`config.mk`:
```
export PLATFORM = sky130hd
export DESIGN_NAME = bitmap_first_fit_search_flat
export DESIGN_NICKNAME = d
export VERILOG_FILES = /design/src/hdl/bffs_pkg.sv /design/src/hdl/bffs_if.sv /design/src/hdl/bffs_cell.sv /design/src/hdl/bitmap_first_fit_search.sv /design/src/flat_wrapper.sv
export SDC_FILE = /design/constraint.sdc
export NUM_CORES = 2
export LEC_CHECK = 0
export BUFFER_PORTS_ARGS = -buffer_cell sky130_fd_sc_hd__buf_2
export CAP_MARGIN = 20
export CORE_MARGIN = 3
export CORE_UTILIZATION = 50
export CTS_CLUSTER_SIZE = 30
export DETAILED_ROUTE_END_ITERATION = 8
export PLACE_DENSITY = 0.68
export SYNTH_ARGS = -nofsm -noshare
export SYNTH_HDL_FRONTEND = slang
export SYNTH_SLANG_ARGS = --single-unit
```
`constraint.sdc`:
```
create_clock -name clk -period 3.9 [get_ports clk]
set_clock_uncertainty 0.2 [all_clocks]
set_input_delay 0.78 -clock clk [delete_from_list [all_inputs] [get_ports clk]]
set_output_delay 0.78 -clock clk [all_outputs]
set_load 0.1 [all_outputs]
```
`src/hdl/bffs_pkg.sv`:
```
// bffs_pkg: shared constants for the bitmap first-fit search
// no dependencies
`default_nettype none
package bffs_pkg;
	localparam int MapWordsDef = 16;
	localparam int WordBitsDef = 64;
	localparam int DataW = 64;
	localparam int ReqW = 11;
	localparam int IdxW = 4;
	localparam int PosW = 10;
	localparam int CfgW = 5;
	localparam logic [CfgW-1:0] WordsReset = 5'd16;
	localparam logic CmdWrite = 1'b0;
	localparam logic CmdFind = 1'b1;
endpackage
`default_nettype wire

```
`src/hdl/bffs_if.sv`:
```
// bffs_in_if, bffs_out_if: valid/ready channels of the search block
// depends on bffs_pkg
`default_nettype none
interface bffs_in_if;
	logic valid;
	logic ready;
	logic cmd;
	logic [bffs_pkg::IdxW-1:0] word_index;
	logic [bffs_pkg::DataW-1:0] word_data;
	logic [bffs_pkg::ReqW-1:0] request_length;
	modport source (output valid, cmd, word_index, word_data, request_length, input ready);
	modport sink (input valid, cmd, word_index, word_data, request_length, output ready);
endinterface

interface bffs_out_if;
	logic valid;
	logic ready;
	logic found;
	logic [bffs_pkg::PosW-1:0] start_position;
	modport source (output valid, found, start_position, input ready);
	modport sink (input valid, found, start_position, output ready);
endinterface
`default_nettype wire

```
`src/hdl/bffs_cell.sv`:
```
// bffs_cell: one map word that rotates through the row of cells
// depends on bffs_pkg
`default_nettype none
module bffs_cell #(
	parameter int WORD_BITS = bffs_pkg::WordBitsDef
) (
	input  wire logic                 clk,
	input  wire logic                 arst_n,
	input  wire logic                 shift,
	input  wire logic                 wr_en,
	input  wire logic [WORD_BITS-1:0] wr_data,
	input  wire logic [WORD_BITS-1:0] prev_word,
	output logic      [WORD_BITS-1:0] word
);
	logic [WORD_BITS-1:0] word_q;

	always_ff @(posedge clk or negedge arst_n) begin
		if (!arst_n) begin
			word_q <= '0;
		end else if (wr_en) begin
			word_q <= wr_data;
		end else if (shift) begin
			word_q <= prev_word;
		end
	end

	assign word = word_q;
endmodule
`default_nettype wire

```
`src/hdl/bitmap_first_fit_search.sv`:
```
// bitmap_first_fit_search: first-fit free run search over a rotating row of map words
// a write loads one map word; a find checks one position a cycle
// while the row of cells rotates once around; the scan sets the rate
// reset clears every map word to free and words_in_use to 16
// depends on bffs_pkg, bffs_in_if, bffs_out_if, bffs_cell
`default_nettype none
module bitmap_first_fit_search #(
	parameter int MAP_WORDS = bffs_pkg::MapWordsDef,
	parameter int WORD_BITS = bffs_pkg::WordBitsDef
) (
	input  wire logic                       clk,
	input  wire logic                       arst_n,
	input  wire logic                       cfg_we,
	input  wire logic [bffs_pkg::CfgW-1:0]  cfg_wdata,
	bffs_in_if.sink                         in_ch,
	bffs_out_if.source                      out_ch
);
	localparam int BitW = (WORD_BITS > 1) ? $clog2(WORD_BITS) : 1;
	localparam int WordW = (MAP_WORDS > 1) ? $clog2(MAP_WORDS) : 1;
	localparam int TotW = $clog2(MAP_WORDS * WORD_BITS + 1) + 1;
	localparam int CntW = (TotW > bffs_pkg::ReqW) ? TotW : bffs_pkg::ReqW;

	localparam logic [1:0] StIdle = 2'd0;
	localparam logic [1:0] StScan = 2'd1;
	localparam logic [1:0] StDone = 2'd2;

	logic [1:0] state_q;
	logic [bffs_pkg::CfgW-1:0] words_q;
	logic [WORD_BITS-1:0] words [MAP_WORDS];
	logic [BitW-1:0] bit_q;
	logic [WordW:0] wcnt_q;
	logic [WordW:0] wlim_q;
	logic [CntW-1:0] pos_q, run_q, req_q, end_q;
	logic found_q;
	logic [bffs_pkg::PosW-1:0] start_q;
	logic out_valid_q;
	logic shift;
	logic wr_hit;
	logic cur_used;
	logic [CntW-1:0] run_nx;
	logic [CntW-1:0] words_sat;

	assign in_ch.ready = (state_q == StIdle) && !out_valid_q;
	assign out_ch.valid = out_valid_q;
	assign out_ch.found = found_q;
	assign out_ch.start_position = start_q;

	assign shift = (state_q == StScan) && (bit_q == BitW'(WORD_BITS - 1));
	assign wr_hit = in_ch.valid && in_ch.ready && (in_ch.cmd == bffs_pkg::CmdWrite)
		&& (32'(in_ch.word_index) < MAP_WORDS);
	assign words_sat = (32'(words_q) > MAP_WORDS) ? CntW'(MAP_WORDS) : CntW'(words_q);

	for (genvar g = 0; g < MAP_WORDS; g++) begin : g_cell
		bffs_cell #(.WORD_BITS(WORD_BITS)) u_cell (
			.clk(clk),
			.arst_n(arst_n),
			.shift(shift),
			.wr_en(wr_hit && (32'(in_ch.word_index) == g)),
			.wr_data(in_ch.word_data[WORD_BITS-1:0]),
			.prev_word(words[(g + 1) % MAP_WORDS]),
			.word(words[g])
		);
	end

	assign cur_used = (wcnt_q >= wlim_q) ? 1'b1 : words[0][WORD_BITS - 1 - 32'(bit_q)];
	assign run_nx = cur_used ? '0 : run_q + 1'b1;

	always_ff @(posedge clk or negedge arst_n) begin
		if (!arst_n) begin
			words_q <= bffs_pkg::WordsReset;
		end else if (cfg_we) begin
			words_q <= cfg_wdata;
		end
	end

	always_ff @(posedge clk or negedge arst_n) begin
		if (!arst_n) begin
			state_q <= StIdle;
			out_valid_q <= 1'b0;
			bit_q <= '0;
			wcnt_q <= '0;
			wlim_q <= '0;
			pos_q <= '0;
			run_q <= '0;
			req_q <= '0;
			end_q <= '0;
			found_q <= 1'b0;
			start_q <= '0;
		end else begin
			if (out_ch.valid && out_ch.ready) begin
				out_valid_q <= 1'b0;
			end
			unique case (state_q)
				StIdle: begin
					if (in_ch.valid && in_ch.ready && in_ch.cmd == bffs_pkg::CmdFind) begin
						state_q <= StScan;
						bit_q <= '0;
						wcnt_q <= '0;
						pos_q <= '0;
						run_q <= '0;
						wlim_q <= (WordW + 1)'(words_sat);
						end_q <= CntW'(words_sat * CntW'(WORD_BITS));
						req_q <= CntW'(in_ch.request_length);
						found_q <= 1'b0;
						start_q <= '0;
					end
				end
				StScan: begin
					if (!found_q) begin
						if (end_q != '0 && req_q == '0) begin
							found_q <= 1'b1;
							start_q <= '0;
						end else if (req_q <= end_q && !cur_used && run_nx >= req_q) begin
							found_q <= 1'b1;
							start_q <= bffs_pkg::PosW'(pos_q + 1'b1 - req_q);
						end
					end
					run_q <= run_nx;
					pos_q <= pos_q + 1'b1;
					bit_q <= (bit_q == BitW'(WORD_BITS - 1)) ? '0 : bit_q + 1'b1;
					if (bit_q == BitW'(WORD_BITS - 1)) begin
						wcnt_q <= wcnt_q + 1'b1;
						if (32'(wcnt_q) == MAP_WORDS - 1) begin
							state_q <= StDone;
						end
					end
				end
				StDone: begin
					out_valid_q <= 1'b1;
					state_q <= StIdle;
				end
				default: state_q <= StIdle;
			endcase
		end
	end

`ifndef SYNTHESIS
	a_no_accept_busy: assert property (@(posedge clk) disable iff (!arst_n)
		(state_q != StIdle) |-> !in_ch.ready) else $error("accept while busy");
	a_done_valid: assert property (@(posedge clk) disable iff (!arst_n)
		(state_q == StDone) |=> out_valid_q) else $error("result missing");
	a_nf_zero: assert property (@(posedge clk) disable iff (!arst_n)
		(out_valid_q && !found_q) |-> (start_q == '0)) else $error("bad start");
`endif
endmodule
`default_nettype wire
```
`src/flat_wrapper.sv`:
```
// flat-port wrapper written by rule: the top's interface ports become plain ports
module bitmap_first_fit_search_flat 
#(
	parameter int MAP_WORDS = bffs_pkg::MapWordsDef,
	parameter int WORD_BITS = bffs_pkg::WordBitsDef
)
  (clk, arst_n, cfg_we, cfg_wdata, in_ch_valid, in_ch_cmd, in_ch_word_index, in_ch_word_data, in_ch_request_length, in_ch_ready, out_ch_valid, out_ch_found, out_ch_start_position, out_ch_ready);
  bffs_in_if in_ch_i ();
  bffs_out_if out_ch_i ();
  input  wire logic clk;
  input  wire logic arst_n;
  input  wire logic cfg_we;
  input  wire logic [bffs_pkg::CfgW-1:0] cfg_wdata;
  input wire logic [$bits(in_ch_i.valid)-1:0] in_ch_valid;
  input wire logic [$bits(in_ch_i.cmd)-1:0] in_ch_cmd;
  input wire logic [$bits(in_ch_i.word_index)-1:0] in_ch_word_index;
  input wire logic [$bits(in_ch_i.word_data)-1:0] in_ch_word_data;
  input wire logic [$bits(in_ch_i.request_length)-1:0] in_ch_request_length;
  output wire logic [$bits(in_ch_i.ready)-1:0] in_ch_ready;
  output wire logic [$bits(out_ch_i.valid)-1:0] out_ch_valid;
  output wire logic [$bits(out_ch_i.found)-1:0] out_ch_found;
  output wire logic [$bits(out_ch_i.start_position)-1:0] out_ch_start_position;
  input wire logic [$bits(out_ch_i.ready)-1:0] out_ch_ready;
  assign in_ch_i.valid = in_ch_valid;
  assign in_ch_i.cmd = in_ch_cmd;
  assign in_ch_i.word_index = in_ch_word_index;
  assign in_ch_i.word_data = in_ch_word_data;
  assign in_ch_i.request_length = in_ch_request_length;
  assign in_ch_ready = in_ch_i.ready;
  assign out_ch_valid = out_ch_i.valid;
  assign out_ch_found = out_ch_i.found;
  assign out_ch_start_position = out_ch_i.start_position;
  assign out_ch_i.ready = out_ch_ready;
  bitmap_first_fit_search #(.MAP_WORDS(MAP_WORDS), .WORD_BITS(WORD_BITS)) u_core (.clk(clk), .arst_n(arst_n), .cfg_we(cfg_we), .cfg_wdata(cfg_wdata), .in_ch(in_ch_i), .out_ch(out_ch_i));
endmodule
```
==> flow_metrics.py <==
metrics = {
    "floorplan": {
        "die_w_um": 316,
        "fp.dieArea_mm2": 0.0997,
        "die_h_um": 316,
        "initial_core_util_pct": 50.9,
        "io_pins": 103,
        "coreArea_mm2": 0.0942,
        "num_rows": 112,
    },
    "timing": {
        "report.final.slew_viol_count": 0,
        "period_share_pct": 101,
        "grt_setup_unrepaired": "true",
        "finalHoldViolCount": 0,
        "max_slew.worst_pin.slew_ps": 1100,
        "slew_headroom_pct": 26.6,
        "setup_violations": 4,
        "fmaxAchievable_ghz": 0.255,
        "period_needed_ps": 3920,
        "finalSetupTns_ps": -45.6,
        "fin_ws_ps": -21.1,
    },
    "place": {
        "hpwl_um": 78000,
        "place.gp.congestion": 0.887,
        "numPortBuffers": 102,
        "post-place-ws_ps": -75.3,
    },
    "hold_path": {
        "min_from": "out_ch_ready",
        "min_path_cells": 2,
        "hold_end": "u_core.out_ch.valid",
        "hold_class": "primary input to flop",
    },
    "global_routing": {
        "antenna_found_initial": 5,
        "grt_pass1_vias": 37572,
        "grt_use_total_pct": 26.8,
        "grt_pass1_wl_um": 215000,
        "grt_overflow": 0,
        "grt_max_degree": 151,
    },
    "power": {
        "power_leakage_uw": 0.0282,
        "power_frac_clock_pct": 48.3,
        "power.density_mw_per_mm2": 428,
        "p_sw_uw": 5090,
        "switching_share_pct": 22.2,
        "p_comb_share_pct": 2.2,
        "internal_power_uw": 17900,
        "ir_drop_v": 0.000320,
        "p_seq_share_pct": 49.4,
    },
    "layout": {
        "area_growth_pct": 11.9,
        "drive_above_1_share_pct": 9.53,
        "final_cell_mix": "nand2_1, dfrtp_1, a22oi_1",
        "layout_commonest_cell": "nand2_1",
        "fin_util_pct": 57.0,
        "layout.nets": 5142,
        "fillers": 8185,
    },
    "detailed_routing": {
        "drc": 0,
        "post_drt_wl_per_cell_um": 21.0,
        "wl_um": 134000,
        "vias_per_cell": 5.98,
        "first_pass_iters": 6,
        "vias": 38068,
        "antenna_left": 0,
        "drtIter0Drc": 4167,
    },
    "job": {
        "cap_violations": 0,
    },
    "logic_synthesis": {
        "ys_async_sr_fraction_pct": 100,
        "ys_top_cells_by_area": "dfrtp_1, nand2_1, a22oi_1",
        "synth_edf_count": 0,
        "yosys_most_used_dff": "dfrtp_1",
        "synth_top_area_share_pct": 56.9,
        "ys_ff_latch": 1092,
        "yosysWarnings": 0,
        "synthCells": 5148,
        "synth_top_area_cell": "dfrtp_1",
        "yosysSeqAreaShare_pct": 57.0,
        "synthDistinctLibCells": 60,
        "syn_area_mm2": 0.0480,
        "avgSynthCellArea_um2": 9.32,
        "syn_nets": 5274,
    },
    "critical_path": {
        "critPathKind": "flop to flop",
        "cp.arrival_ps": 4280,
        "crit_start": "u_core.bit_q[0]",
        "end_kind": "flop",
        "cp_max_fo": 7,
        "reg2reg_depth": 17,
        "r2r-end": "u_core.out_ch.start_position[3]",
        "startpoint_type": "flop",
        "reg2reg_from": "u_core.bit_q[0]",
        "reg2reg_setup_slack_ps": -20,
        "crit_required_ps": 4260,
    },
    "clock_tree": {
        "ctsHtreeMaxLevel": 3,
        "root_buffer": "clkbuf_16",
        "clkLatencyLatePin_ps": 700,
        "clkTransAtPathRegs_ps": 60,
        "max-clock-path-buffers": 3,
        "cts_sinks": 1092,
        "numCtsBuffers": 113,
        "cts_tree": "done",
    },
    "outcome": {
        "violations": "setup timing",
        "status": "finished, violations left",
    },
}
[how the worst max path moves through the flow]
stage | cells after the start | slack (ps) | to
detailed placement | 16 | -80 | u_core.out_ch.start_position[0]
floorplan | 8 | 140 | u_core.g_cell[3].u_cell.word[48]
global route | 17 | -160 | u_core.out_ch.start_position[2]
finish | 17 | -20 | u_core.out_ch.start_position[3]
global placement | 16 | -100 | u_core.out_ch.start_position[2]
CTS | 16 | 20 | u_core.out_ch.start_position[9]
[cells in the mapped netlist, drive strengths merged, types with 3 or more instances]
cell     count
a21o         3
a21oi       21
a22o         3
a22oi     1030
a31oi        8
and3        10
and4         3
buf        174
clkbuf     305
dfrtp     1091
ha          35
inv         31
mux2         8
mux2i       22
mux4         6
nand2     2121
nand2b      10
nand3       33
nand3b       9
nand4       14
nor2        58
nor3        10
nor3b        3
nor4        17
o2111ai      4
o211ai       5
o21ai       47
o31ai        5
or2          4
or3          5
xnor2       17
xor2         9
[critical path, stage by stage (launching register included)]
cell	delay (ps)
dfrtp_1	380
buf_6	150
mux4_2	540
mux2i_2	240
o22a_1	190
nand4b_1	110
o31a_1	180
buf_12	170
or2_1	200
ha_1	280
nor2_1	40
a21oi_1	150
o31ai_1	90
a21o_1	210
a21o_1	220
buf_6	140
o2111ai_1	180
nand3b_1	110
[through the flow]
stage	hold WS [ps]	power, uW	std cells	area [um^2]
detailed placement	262	12100	6146	49600
finish	69.8	22900	6368	53700
CTS	21.4	23100	6358	53500
global route	38.7	23600	6366	53700
global placement	257	12100	6146	49600
floorplan	246	11700	5148	48000
[power by group through the flow]
stage / logic (uW) / clock network [uW] / registers [uW]
global placement: 525 / 0 / 11500
CTS: 530 / 11300 / 11300
floorplan: 152 / 0 / 11500
global route: 576 / 11700 / 11300
detailed placement: 526 / 0 / 11500
finish: 516 / 11100 / 11300
[registers in the layout (all words and copies together), names as in the netlist]
name                          cells
u_core.req_q                     11
u_core.g_cell.u_cell.word      1024
u_core.out_ch.found               1
u_core.wlim_q                     5
u_core.wcnt_q                     5
u_core.out_ch.start_position     10
u_core.out_ch.valid               1
u_core.run_q                     12
u_core.bit_q                      6
u_core.state_q                    2
u_core.pos_q                     10
u_core.words_q                    5
[final cells by class]
| type | instances | area [um^2] | area share (%) |
|---|---|---|---|
| flip-flops and latches | 1092 | 27300 | 50.9 |
| multi-input cells | 3546 | 18800 | 35.1 |
| clock buffers | 171 | 3390 | 6.31 |
| repair buffers | 232 | 2010 | 3.74 |
| well taps | 1254 | 1570 | 2.92 |
| clock inverters | 40 | 433 | 0.807 |
| inverters | 31 | 116 | 0.217 |
| diodes | 2 | 5.00 | 0.00933 |
[kinds of logic after synthesis]
group / share of synthesized area (%)
simple gates: 18.7
compound gates: 17.6
xor+xnor: 0.475
mux: 0.929
fa+ha+maj: 0.955
buf+inv: 4.42
flops: 57.0
[per-layer routing]
| layer | share of wire, % | track usage (%) | vias to the layer above |
|---|---|---|---|
| met5 | 0 | 0 | - |
| met4 | 3.1 | 8.77 | 0 |
| met3 | 6.2 | 4.02 | 236 |
| met2 | 46 | 42.1 | 1240 |
| met1 | 45 | 38.4 | 19241 |
| li1 | - | - | 17351 |
[what timing repair did]
item	in CTS	in global routing
hold endpoints to repair	43	0
resized for setup	2	24
buffers inserted	0	4
hold buffers	1	0
pin swaps	0	5
setup endpoints to repair	7	11
Note: power is estimated with default switching activity, not from simulation.
